===== src/hw/rtl/utf_pkg.sv =====
// ----------------------------------------------------------------------------
// utf_pkg: shared types and constants of the UTF-8 / UTF-16 transcoder
// Item and result structs, the job record that runs from the front end to
// the back end, error codes, direction values and queue sizing.
// ----------------------------------------------------------------------------
package utf_pkg;

    // Error codes carried on every result
    localparam logic [1:0] ERR_OK       = 2'd0;
    localparam logic [1:0] ERR_BAD_CONT = 2'd1;
    localparam logic [1:0] ERR_TRUNC    = 2'd2;

    // Direction register values
    localparam logic DIR_DECODE = 1'b0;
    localparam logic DIR_ENCODE = 1'b1;

    // Job queue between front and back end
    localparam int QDEPTH = 4;
    localparam int QAW    = $clog2(QDEPTH);

    typedef logic [QAW-1:0] t_qptr;
    typedef logic [QAW:0]   t_qcnt;

    // Input item
    typedef struct packed {
        logic [15:0] in_unit;
        logic        end_of_input;
    } t_in;

    // Result item
    typedef struct packed {
        logic [15:0] out_value;
        logic [1:0]  error_code;
        logic        last_of_run;
    } t_out;

    // All results caused by one input item (count is 1 to 3)
    typedef struct packed {
        logic [1:0]  count;
        logic [1:0]  err;
        logic [15:0] v0;
        logic [15:0] v1;
        logic [15:0] v2;
    } t_job;

endpackage


===== src/hw/rtl/utf8_utf16_transcoder.sv =====
// ----------------------------------------------------------------------------
// utf8_utf16_transcoder: UTF-8 to 16-bit unit decoder and unit encoder
// Each accepted item's job is written into the job queue, and its results are
// then loaded from the queue head into the output register one at a time.
// Throughput: one item per cycle while the 4-entry job queue has room; the
// queue absorbs bursts between the front and back end. Reset (synchronous,
// active low) selects decode and clears all but the queue and output data.
// ----------------------------------------------------------------------------
module utf8_utf16_transcoder (
    input  logic          i_clk,
    input  logic          i_rst_n,
    input  logic          i_cfg_wr_en,
    input  logic          i_cfg_wr_data,
    input  logic          i_in_valid,
    output logic          o_in_ready,
    input  utf_pkg::t_in  i_in_data,
    output logic          o_out_valid,
    input  logic          i_out_ready,
    output utf_pkg::t_out o_out_data
);
    import utf_pkg::*;

    logic q_full;
    logic q_push;
    logic q_pop;
    logic q_valid;
    t_job push_job;
    t_job head_job;

    // Classify items into jobs
    utf_front u_front (
        .i_clk         (i_clk),
        .i_rst_n       (i_rst_n),
        .i_cfg_wr_en   (i_cfg_wr_en),
        .i_cfg_wr_data (i_cfg_wr_data),
        .i_in_valid    (i_in_valid),
        .o_in_ready    (o_in_ready),
        .i_in_data     (i_in_data),
        .i_q_full      (q_full),
        .o_push        (q_push),
        .o_job         (push_job)
    );

    // Buffer jobs
    utf_queue u_queue (
        .i_clk   (i_clk),
        .i_rst_n (i_rst_n),
        .i_push  (q_push),
        .i_job   (push_job),
        .o_full  (q_full),
        .i_pop   (q_pop),
        .o_valid (q_valid),
        .o_head  (head_job)
    );

    // Emit results
    utf_back u_back (
        .i_clk       (i_clk),
        .i_rst_n     (i_rst_n),
        .i_q_valid   (q_valid),
        .i_head      (head_job),
        .o_pop       (q_pop),
        .o_out_valid (o_out_valid),
        .i_out_ready (i_out_ready),
        .o_out_data  (o_out_data)
    );

endmodule


===== src/hw/rtl/utf_front.sv =====
// ----------------------------------------------------------------------------
// utf_front: input stage of the transcoder
// Accepts items, keeps the pending UTF-8 sequence, and turns each item into
// a job of one to three result values. Items that give no result push nothing.
// ----------------------------------------------------------------------------
module utf_front (
    input  logic          i_clk,
    input  logic          i_rst_n,
    input  logic          i_cfg_wr_en,
    input  logic          i_cfg_wr_data,
    input  logic          i_in_valid,
    output logic          o_in_ready,
    input  utf_pkg::t_in  i_in_data,
    input  logic          i_q_full,
    output logic          o_push,
    output utf_pkg::t_job o_job
);
    import utf_pkg::*;

    logic        r_dir, n_dir;
    logic [1:0]  r_need, n_need;
    logic [1:0]  r_len, n_len;
    logic [20:0] r_acc, n_acc;

    logic        accept;
    logic [7:0]  byte_in;
    logic [15:0] unit;
    logic [20:0] acc_shift;
    logic [1:0]  need_dec;
    logic [9:0]  plane_m1;
    t_job        job;

    assign o_in_ready = !i_q_full;
    assign accept     = i_in_valid && !i_q_full;
    assign unit       = i_in_data.in_unit;
    assign byte_in    = unit[7:0];
    assign acc_shift  = {r_acc[14:0], byte_in[5:0]};
    assign need_dec   = r_need - 2'd1;
    // plane minus one, only the bits that survive the shift into 16 bits
    assign plane_m1   = {5'd0, acc_shift[20:16]} - 10'd1;

    // Classify the item and compute the next sequence state
    always_comb begin
        n_dir        = r_dir;
        n_need       = r_need;
        n_len        = r_len;
        n_acc        = r_acc;
        job          = '0;
        job.err      = ERR_OK;

        if (accept) begin
            if (r_dir == DIR_ENCODE) begin
                if (unit < 16'h0080) begin
                    job.count = 2'd1;
                    job.v0    = unit;
                end else if (unit < 16'h0800) begin
                    job.count = 2'd2;
                    job.v0    = 16'h00C0 | {6'd0, unit[15:6]};
                    job.v1    = 16'h0080 | {10'd0, unit[5:0]};
                end else begin
                    job.count = 2'd3;
                    job.v0    = 16'h00E0 | {12'd0, unit[15:12]};
                    job.v1    = 16'h0080 | {10'd0, unit[11:6]};
                    job.v2    = 16'h0080 | {10'd0, unit[5:0]};
                end
            end else if (r_need == 2'd0) begin
                if (byte_in <= 8'h7F) begin
                    job.count = 2'd1;
                    job.v0    = {8'd0, byte_in};
                end else begin
                    if (byte_in <= 8'hDF) begin
                        n_len = 2'd1;
                        n_acc = {16'd0, byte_in[4:0]};
                    end else if (byte_in <= 8'hEF) begin
                        n_len = 2'd2;
                        n_acc = {17'd0, byte_in[3:0]};
                    end else begin
                        n_len = 2'd3;
                        n_acc = {18'd0, byte_in[2:0]};
                    end
                    n_need = n_len;
                    // cut off right after the lead byte
                    if (i_in_data.end_of_input) begin
                        n_need    = 2'd0;
                        n_len     = 2'd0;
                        n_acc     = '0;
                        job.count = 2'd1;
                        job.err   = ERR_TRUNC;
                    end
                end
            end else if (byte_in < 8'h80) begin
                // bad continuation: drop the byte and the sequence
                n_need    = 2'd0;
                n_len     = 2'd0;
                n_acc     = '0;
                job.count = 2'd1;
                job.err   = ERR_BAD_CONT;
            end else begin
                n_acc  = acc_shift;
                n_need = need_dec;
                if (need_dec == 2'd0) begin
                    if (r_len == 2'd3) begin
                        job.count = 2'd2;
                        job.v0    = 16'hD800 | {plane_m1, 6'd0}
                                    | {10'd0, acc_shift[15:10]};
                        job.v1    = 16'hDC00 | {6'd0, acc_shift[9:0]};
                    end else begin
                        job.count = 2'd1;
                        job.v0    = acc_shift[15:0];
                    end
                    n_len = 2'd0;
                    n_acc = '0;
                end else if (i_in_data.end_of_input) begin
                    n_need    = 2'd0;
                    n_len     = 2'd0;
                    n_acc     = '0;
                    job.count = 2'd1;
                    job.err   = ERR_TRUNC;
                end
            end
        end

        // Direction write drops any pending sequence
        if (i_cfg_wr_en) begin
            n_dir  = i_cfg_wr_data;
            n_need = 2'd0;
            n_len  = 2'd0;
            n_acc  = '0;
        end
    end

    assign o_push = accept && (job.count != 2'd0);
    assign o_job  = job;

    // Hold direction and sequence state
    always_ff @(posedge i_clk) begin
        if (!i_rst_n) begin
            r_dir  <= DIR_DECODE;
            r_need <= 2'd0;
            r_len  <= 2'd0;
            r_acc  <= '0;
        end else begin
            r_dir  <= n_dir;
            r_need <= n_need;
            r_len  <= n_len;
            r_acc  <= n_acc;
        end
    end

    a_need_le_len: assert property (@(posedge i_clk) disable iff (!i_rst_n)
        r_need <= r_len)
        else $error("pending byte count exceeds sequence length");

endmodule


===== src/hw/rtl/utf_queue.sv =====
// ----------------------------------------------------------------------------
// utf_queue: job queue between front and back end
// Small register FIFO; the back end reads the head job in place.
// ----------------------------------------------------------------------------
module utf_queue (
    input  logic          i_clk,
    input  logic          i_rst_n,
    input  logic          i_push,
    input  utf_pkg::t_job i_job,
    output logic          o_full,
    input  logic          i_pop,
    output logic          o_valid,
    output utf_pkg::t_job o_head
);
    import utf_pkg::*;

    t_job  r_mem [QDEPTH];
    t_qptr r_wr_ptr, n_wr_ptr;
    t_qptr r_rd_ptr, n_rd_ptr;
    t_qcnt r_count, n_count;

    assign o_full  = (r_count == t_qcnt'(QDEPTH));
    assign o_valid = (r_count != '0);
    assign o_head  = r_mem[r_rd_ptr];

    // Advance pointers and count
    always_comb begin
        n_wr_ptr = i_push ? r_wr_ptr + t_qptr'(1) : r_wr_ptr;
        n_rd_ptr = i_pop  ? r_rd_ptr + t_qptr'(1) : r_rd_ptr;
        n_count  = r_count + t_qcnt'(i_push) - t_qcnt'(i_pop);
    end

    always_ff @(posedge i_clk) begin
        if (!i_rst_n) begin
            r_wr_ptr <= '0;
            r_rd_ptr <= '0;
            r_count  <= '0;
        end else begin
            r_wr_ptr <= n_wr_ptr;
            r_rd_ptr <= n_rd_ptr;
            r_count  <= n_count;
        end
    end

    // Store pushed jobs
    always_ff @(posedge i_clk) begin
        if (i_push) begin
            r_mem[r_wr_ptr] <= i_job;
        end
    end

    a_no_overflow: assert property (@(posedge i_clk) disable iff (!i_rst_n)
        !(i_push && o_full))
        else $error("push into full job queue");

    a_no_underflow: assert property (@(posedge i_clk) disable iff (!i_rst_n)
        !(i_pop && !o_valid))
        else $error("pop from empty job queue");

    a_count_range: assert property (@(posedge i_clk) disable iff (!i_rst_n)
        r_count <= t_qcnt'(QDEPTH))
        else $error("job queue count out of range");

endmodule


===== src/hw/rtl/utf_back.sv =====
// ----------------------------------------------------------------------------
// utf_back: output stage of the transcoder
// Walks the head job one value per cycle into the output register, while that
// register is empty or being taken, and marks the last result of each job.
// ----------------------------------------------------------------------------
module utf_back (
    input  logic          i_clk,
    input  logic          i_rst_n,
    input  logic          i_q_valid,
    input  utf_pkg::t_job i_head,
    output logic          o_pop,
    output logic          o_out_valid,
    input  logic          i_out_ready,
    output utf_pkg::t_out o_out_data
);
    import utf_pkg::*;

    logic [1:0]  r_idx, n_idx;
    logic        r_valid, n_valid;
    t_out        r_out, n_out;
    logic        load;
    logic        is_last;
    logic [15:0] sel_value;

    assign load    = i_q_valid && (!r_valid || i_out_ready);
    assign is_last = (r_idx == (i_head.count - 2'd1));

    // Pick the value at the current index
    always_comb begin
        case (r_idx)
            2'd0:    sel_value = i_head.v0;
            2'd1:    sel_value = i_head.v1;
            default: sel_value = i_head.v2;
        endcase
    end

    // Load the next result or drain the output register
    always_comb begin
        n_idx   = r_idx;
        n_valid = r_valid;
        n_out   = r_out;
        if (load) begin
            n_valid           = 1'b1;
            n_out.out_value   = sel_value;
            n_out.error_code  = i_head.err;
            n_out.last_of_run = is_last;
            n_idx             = is_last ? 2'd0 : r_idx + 2'd1;
        end else if (i_out_ready) begin
            n_valid = 1'b0;
        end
    end

    assign o_pop       = load && is_last;
    assign o_out_valid = r_valid;
    assign o_out_data  = r_out;

    always_ff @(posedge i_clk) begin
        if (!i_rst_n) begin
            r_idx   <= 2'd0;
            r_valid <= 1'b0;
        end else begin
            r_idx   <= n_idx;
            r_valid <= n_valid;
        end
    end

    always_ff @(posedge i_clk) begin
        r_out <= n_out;
    end

    a_err_is_single: assert property (@(posedge i_clk) disable iff (!i_rst_n)
        r_valid && (r_out.error_code != ERR_OK) |->
            (r_out.out_value == 16'd0) && r_out.last_of_run)
        else $error("error result with value or without end of run");

    a_idx_in_job: assert property (@(posedge i_clk) disable iff (!i_rst_n)
        i_q_valid |-> (r_idx < i_head.count))
        else $error("result index past end of job");

endmodule


===== config.mk =====
export PLATFORM = sky130hd
export DESIGN_NAME = utf8_utf16_transcoder
export DESIGN_NICKNAME = d
export VERILOG_FILES = /design/src/hw/rtl/utf_pkg.sv /design/src/hw/rtl/utf8_utf16_transcoder.sv /design/src/hw/rtl/utf_front.sv /design/src/hw/rtl/utf_queue.sv /design/src/hw/rtl/utf_back.sv
export SDC_FILE = /design/constraint.sdc
export NUM_CORES = 1
export LEC_CHECK = 0
export ABC_CLOCK_PERIOD_IN_PS = 3000
export BUFFER_PORTS_ARGS = -buffer_cell sky130_fd_sc_hd__buf_2
export CAP_MARGIN = 5
export CORE_MARGIN = 5
export CORE_UTILIZATION = 57
export CTS_BUF_LIST = sky130_fd_sc_hd__clkbuf_4 sky130_fd_sc_hd__clkbuf_8
export CTS_CLUSTER_SIZE = 25
export DETAILED_ROUTE_END_ITERATION = 8
export GPL_ROUTABILITY_DRIVEN = 0
export GPL_TIMING_DRIVEN = 0
export PLACE_DENSITY = 0.78
export SYNTH_ARGS = -nofsm -noshare
export SYNTH_HDL_FRONTEND = slang
export SYNTH_SLANG_ARGS = --single-unit

===== constraint.sdc =====
create_clock -name i_clk -period 3 [get_ports i_clk]
set_input_delay 0.3 -clock i_clk [delete_from_list [all_inputs] [get_ports i_clk]]
set_output_delay 0.3 -clock i_clk [all_outputs]
set_load 0.005 [all_outputs]

==> results of run 1 <==
## power groups by stage
stage	clock network (µW)	logic, µW	registers [µW]
after floorplan	0	1180	3690
after global routing	2440	2020	3660
after global placement	0	1680	3680
after CTS	2300	1850	3630
after detailed placement	0	1800	3690
final	2270	1840	3630
## final timing paths
check / from / endpoint / slack (ns) / cells past startpoint
hold reg to reg: u_front.r_need[0] / u_front.r_need[0] / 0.49 / 2
setup reg to reg: register / u_queue.r_count[2] / 0.12 / 11
setup / recovery: register / u_queue.r_count[2] / 0.12 / 11
hold / removal: i_cfg_wr_en / u_front.r_dir / 0.02 / 3
## flip-flops by register name, indices dropped and copies added (netlist names), named ones only
| register | cells |
|---|---|
| u_back.r_idx | 2 |
| u_front.r_len | 2 |
| u_queue.r_mem | 152 |
| u_back.o_out_valid | 1 |
| u_front.r_dir | 1 |
| u_back.o_out_data | 19 |
| u_front.r_acc | 15 |
| u_queue.r_wr_ptr | 2 |
| u_queue.r_rd_ptr | 2 |
| u_front.r_need | 2 |
| u_queue.r_count | 3 |
## routing by layer
metal / up-vias / wire length, µm / part of all wire / GRT usage
li1: 2395 / - / - / -
met1: 2654 / 7386 / 0.40 / 0.2809
met2: 260 / 8735 / 0.48 / 0.3296
met3: 60 / 1375 / 0.075 / 0.03574
met4: 0 / 744 / 0.041 / 0.09353
met5: - / 0 / 0 / 0
## cell families after synthesis
group	after synthesis	synth area share
simple gates	156	0.09465
flops	203	0.6691
compound gates	93	0.07204
buf+inv	56	0.02623
xor+xnor	7	0.009277
mux	46	0.1105
fa+ha+maj	12	0.01826
## cell type report
cell class                 instances  area [µm²]
sequential                       203        5777
inverter                          27       101.3
timing repair buffer              52       347.8
clock buffer                      48       560.5
fill                            1035        5166
multi-input combinational        314        2650
clock inverter                     9       67.56
tap                              188       235.2
buffer                            29       127.6
## worst max-delay path, delay by kind of cell (launching register included)
kind / cells / cell delay (ns)
muxes: 2 / 0.73
and+or+nand+nor: 2 / 0.60
DFF: 1 / 0.35
adders and majority gates: 3 / 0.73
buffers and inverters: 2 / 0.10
xor gates and xnor gates: 2 / 0.26
## layout by cell type, fill, tap and decap left out, types with 4 or more instances in the layout
cell type	synthesis	routed
dfxtp_1	32	31
nand2b_1	10	10
nor2b_1	9	9
buf_4	0	6
nand3_1	22	22
nor2_1	24	23
clkbuf_8	0	32
ha_1	11	10
a22o_1	9	9
and2_1	11	7
o221ai_1	4	4
buf_2	7	47
a22oi_1	8	8
clkinv_1	1	5
and2_2	0	4
edfxtp_1	171	171
mux2i_1	6	6
nand2_1	40	40
a211oi_1	5	5
a21oi_1	29	29
mux4_2	37	37
buf_12	0	4
nor3_1	11	11
nand4_1	4	4
or4_1	4	4
clkbuf_1	17	17
o21ai_0	13	13
inv_1	26	26
a21boi_0	4	4
xnor2_1	5	5
buf_1	4	4
clkbuf_4	0	16
and3_1	4	4
a21o_1	4	4
## per-stage QoR
stage	utilization	cell area, µm²	hold slack (ns)	setup slack, ns
6_report	0.6563	9867	0.02017	0.1228
5_1_grt	0.6563	9867	0.04299	0.007247
4_1_cts	0.6549	9846	0.006782	0.003362
3_5_place_dp	0.6103	9175	0.4704	-0.2659
3_3_place_gp	0.6035	9072	0.4544	-0.6016
2_1_floorplan	-	8632	0.4450	0.02300
## repair_timing
| action | in CTS | in global routing |
|---|---|---|
| hold buffers | 1 | 0 |
| gates resized for setup | 1 | 2 |
| pin swaps | 1 | 2 |
| setup endpoints to repair | 1 | 1 |
| hold endpoints to repair | 1 | 0 |
| setup buffers | 4 | 1 |
==> impl_metrics.csv, run 1 <==
group,metric,value,unit
timing,slew_violations,0,
pwr,pwr-share-comb,0.238,
timing,final.min_clock_period,2.877,ns
pwr,p_leak,0.003369,µW
synth,yosysUniqueCellTypes,62,
timing,setup_viol_count_final,0,
timing,setup_tns,0,ns
timing,timing.final.crit_share,0.9591,
pwr,p_sw_frac,0.2720,
worst_hold_path,min_path_type,"in -> reg",
status,status,"completed",
synth,postSynthCellCount,573,
pwr,cellPowerDensity,784.3,nW/µm²
floorplanning,start_util,0.5742,
grt,grt_max_degree,26,
synth,synth_common_cells,"edfxtp_1, nand2_1, mux4_2, dfxtp_1, a21oi_1",
timing,worstMarginPinSlew,0.9811,ns
cts,clock_latency,0.56,ns
placed_design,dp.cells,807,
critical_path,start_kind,"register",
route,drt_iter0_markers,511,
critical_path,slowest_stage,"mux4_2",
timing,grt_setup_unrepaired,"no",
route,drtPass1Iterations,6,
synth,synth-async-reset-ratio,0,
cts,cts_made_buffers,31,
timing,clock_skew,0.02135,ns
cts,clk_path_buf_depth,3,
synth,synth-main-ff-cell,"edfxtp_1",
critical_path,worstPathCellList,"mux4_2 > or4_4 > mux2i_4 > ha_4 > inv_1 > ha_1 > inv_1 > fa_1 > xnor2_1 > xnor2_1 > and2_1",
critical_path,worst-path-max-fanout,2,
cts,clock-sinks,203,
floorplanning,die_x,133.1,µm
timing,slew_headroom,0.3405,
finish,antenna_cells,0,
pwr,vdd_drop_max,0.4815,mV
floorplanning,rows,45,
synth,yosysWarnings,0,
synth,yosys.area.top_type,"edfxtp_1",
grt,grt_pass1_vias,5318,
cts,cts_tree,"yes",
grt,antenna_found_initial,0,
route,ant_nets,0,
pwr,power.internal,5634,µW
synth,ys_top_cells_by_area,"edfxtp_1, mux4_2, dfxtp_1, nand2_1, a21oi_1",
synth,synth_nets,608,
cts,cts-root-buf,"clkbuf_8",
floorplanning,die-area,17710,µm²
timing,timing_hold_violations_final,0,
placed_design,io_buffers,41,
job,cap_viol_max_count,0,
pwr,pwr-share-clk,0.293,
finish,drive_gt1_frac,0.2449,
critical_path,crit_required,3.45,ns
synth,yosysTopAreaCellShare,0.5949,
synth,netlist_area,8632,µm²
finish,nets,693,
grt,grt_overflow,0,
synth,synth-seq-area-share,0.6691,
critical_path,path_class,"reg -> reg",
synth,synth_edf_count,171,
route,vias_per_cell,6.171,
floorplanning,ios,44,
synth,synth-seq-cells,203,
floorplanning,die_h,133.1,µm
finish,syn2layout_area_growth,14.31,%
route,drc,0,
critical_path,critical_path.endpoint_type,"register",
route,vias,5369,
cts,clkTransAtPathRegs,0.07,ns
finish,stdcell_count,870,
placed_design,dpl.hpwl,12.33,mm
pwr,p_seq_frac,0.469,
synth,avgSynthCellArea,15.06,µm²
cts,cts-htree-levels,1,
critical_path,cp.arrival,3.33,ns
pwr,power.switching,2105,µW
grt,gr-usage-all-layers,0.2065,
pwr,power,7739,µW
floorplanning,core_region_area,15030,µm²
route,routedWlPerCell,20.97,µm
timing,fmax,0.3476,GHz
critical_path,cpPeakStageDelay,0.53,ns
grt,grt_pass1_wl,28.55,mm
synth,synth_most_common_cell,"edfxtp_1",
route,routed_wl,18.24,mm
Note: power is estimated with default switching activity, not from simulation.
==> run 2, diff against run 1 <==
--- a/config.mk
+++ b/config.mk
@@ -5,17 +5,19 @@
 export SDC_FILE = /design/constraint.sdc
 export NUM_CORES = 1
 export LEC_CHECK = 0
-export ABC_CLOCK_PERIOD_IN_PS = 3000
+export ABC_CLOCK_PERIOD_IN_PS = 3400
 export BUFFER_PORTS_ARGS = -buffer_cell sky130_fd_sc_hd__buf_2
 export CAP_MARGIN = 5
+export CORE_ASPECT_RATIO = 0.75
 export CORE_MARGIN = 5
-export CORE_UTILIZATION = 57
+export CORE_UTILIZATION = 65
 export CTS_BUF_LIST = sky130_fd_sc_hd__clkbuf_4 sky130_fd_sc_hd__clkbuf_8
 export CTS_CLUSTER_SIZE = 25
 export DETAILED_ROUTE_END_ITERATION = 8
 export GPL_ROUTABILITY_DRIVEN = 0
 export GPL_TIMING_DRIVEN = 0
-export PLACE_DENSITY = 0.78
+export PLACE_DENSITY = 0.84
+export RECOVER_POWER = 25
 export SYNTH_ARGS = -nofsm -noshare
 export SYNTH_HDL_FRONTEND = slang
 export SYNTH_SLANG_ARGS = --single-unit
==> constraint.sdc (replaced) <==
create_clock -name i_clk -period 3.4 [get_ports i_clk]
set_input_delay 0.34 -clock i_clk [delete_from_list [all_inputs] [get_ports i_clk]]
set_output_delay 0.34 -clock i_clk [all_outputs]
set_load 0.005 [all_outputs]
==> run 2 against run 1 <==
Non-clock buffer count down 6. First-iteration DRC count up 16%. Cell area down 1.5%. Sequential share of layout area up 0.90 points. Critical path type unchanged.
==> impl_metrics.csv, run 2 (synthesis gave the netlist of run 1 again) <==
group,metric,value,unit
floorplanning,core_region_area,13020,µm²
finish,fillers,765,
critical_path,crit_required,3.85,ns
cts,cts-root-buf,"clkbuf_8",
grt,antenna_found_initial,0,
critical_path,cp.arrival,3.64,ns
cts,ctsHoldBuffers,0,
finish,drive_gt1_frac,0.2072,
timing,grt_setup_unrepaired,"no",
critical_path,slowest_stage,"mux4_2",
finish,antenna_cells,0,
job,cap_viol_max_count,0,
floorplanning,die-area,15710,µm²
floorplanning,die_h,109.8,µm
cts,cts_resized,0,
finish,mostFrequentLayoutCells,"edfxtp_1, nand2_1, mux4_2, clkbuf_8, buf_2",
grt,gr-usage-all-layers,0.2377,
cts,cts_made_buffers,30,
timing,timing_hold_violations_final,0,
timing,setup_slack,0.2149,ns
cts,clkTransAtPathRegs,0.06,ns
timing,final.min_clock_period,3.185,ns
route,drt_iter0_markers,593,
pwr,vdd_drop_max,0.4005,mV
timing,fmax,0.3140,GHz
placed_design,dpl.hpwl,12.51,mm
critical_path,path_class,"reg -> reg",
cts,clk_path_buf_depth,3,
critical_path,critical_path.endpoint_type,"register",
route,ant_nets,0,
pwr,power,6661,µW
finish,layout_commonest_cell,"edfxtp_1",
floorplanning,rows,36,
route,vias_per_cell,6.267,
cts,post_cts_buffers,0,
cts,clock-sinks,203,
route,drtPass1Iterations,6,
critical_path,crit_buf_inv,3,
critical_path,start_kind,"register",
floorplanning,ios,44,
cts,cts-htree-levels,1,
floorplanning,start_util,0.6631,
critical_path,cpPeakStageDelay,0.59,ns
floorplanning,die_x,143.1,µm
grt,use_met2,0.3797,
timing,clock_skew,0.02169,ns
placed_design,io_buffers,41,
cts,clock_latency,0.56,ns
timing,setup_viol_count_final,0,
cts,cts_tree,"yes",
route,drc,0,
pwr,cellPowerDensity,685.6,nW/µm²
critical_path,worstPathCellList,"buf_6 > mux4_2 > xnor2_4 > mux2i_4 > ha_1 > inv_1 > ha_1 > inv_1 > fa_1 > xnor2_1 > xnor2_1 > and2_1",
grt,grt_overflow,0,
finish,top_register,"u_queue.r_mem",
finish,syn2layout_area_growth,12.55,%
route,routedWlPerCell,21.43,µm
timing,worstMarginPinSlew,1.115,ns
grt,grt_use_met3,0.04739,
placed_design,pre_cts_slack,0.1939,ns
timing,slew_violations,0,
finish,nets,686,
grt,grt_util_met1,0.3386,
finish,largest_register_ffs,152,
grt,grt_pass1_vias,5122,
critical_path,worst-path-max-fanout,10,
status,status,"completed",
route,vias,5277,
pwr,p_leak,0.003280,µW
timing,slew_headroom,0.2568,
grt,grt_pass1_wl,28.06,mm
critical_path,cpLargestDelayFamily,"multiplexers",
timing,setup_tns,0,ns
grt,top_usage_layer,"met2",
grt,grt_max_degree,30,
route,routed_wl,18.04,mm
worst_hold_path,min_path_type,"in -> reg",
timing,timing.final.crit_share,0.9368,
==> run 2: changes by cell type in the layout (fill, tap and decap cells not counted), sizes merged <==
cell and delta:
buf -19, bufinv -1, clkbuf +14, clkinv -3, clkinvlp -1, dlygate4sd3 -1
==> run 2: final cells by class <==
| cell class | instances | area (µm²) | share of cell area |
|---|---|---|---|
| inverters | 27 | 101.3 | 0.01043 |
| clock buffers | 48 | 585.6 | 0.06027 |
| well taps | 171 | 214.0 | 0.02202 |
| plain buffers | 29 | 123.9 | 0.01275 |
| flip-flops and latches | 203 | 5776 | 0.5945 |
| repair buffers | 46 | 274.0 | 0.02820 |
| clock inverters | 4 | 16.27 | 0.001674 |
| multi-input cells | 314 | 2625 | 0.2702 |
==> run 2: final timing paths <==
check | startpoint | endpoint | slack, ns | depth (start not counted)
min reg2reg | u_front.r_need[0] | u_front.r_need[0] | 0.48 | 2
min | i_cfg_wr_data | u_front.r_dir | 0.07 | 3
max | register | u_queue.r_count[2] | 0.21 | 12
max reg2reg | register | u_queue.r_count[2] | 0.21 | 12
==> run 2: worst reg2reg max path: stages, from the launching register on <==
cell	delay, ns
dfxtp_1	0.37
buf_6	0.20
mux4_2	0.59
xnor2_4	0.27
mux2i_4	0.36
ha_1	0.27
inv_1	0.05
ha_1	0.13
inv_1	0.05
fa_1	0.37
xnor2_1	0.15
xnor2_1	0.12
and2_1	0.15
==> run 2: metal layers <==
metal / vias up / routed length [µm]
met5: - / 0
met4: 0 / 392
met3: 42 / 1656
met2: 298 / 8371
met1: 2567 / 7620
li1: 2370 / -
==> run 2: through the flow <==
step | utilization | instance area [µm²] | hold slack [ns] | std cells
floorplan | - | 8632 | 0.4450 | 573
global placement | 0.6953 | 9051 | 0.4558 | 785
detailed placement | 0.7032 | 9154 | 0.4721 | 790
CTS | 0.7494 | 9756 | 0.07286 | 842
global route | 0.7463 | 9716 | 0.07957 | 842
finish | 0.7463 | 9716 | 0.07031 | 842
==> run 2: power by group <==
group          switching, µW  total, µW  internal, µW  leakage, µW
registers                106       3210          3100      0.00186
clock network            861       1940          1080     0.000323
logic                    841       1510           674      0.00109
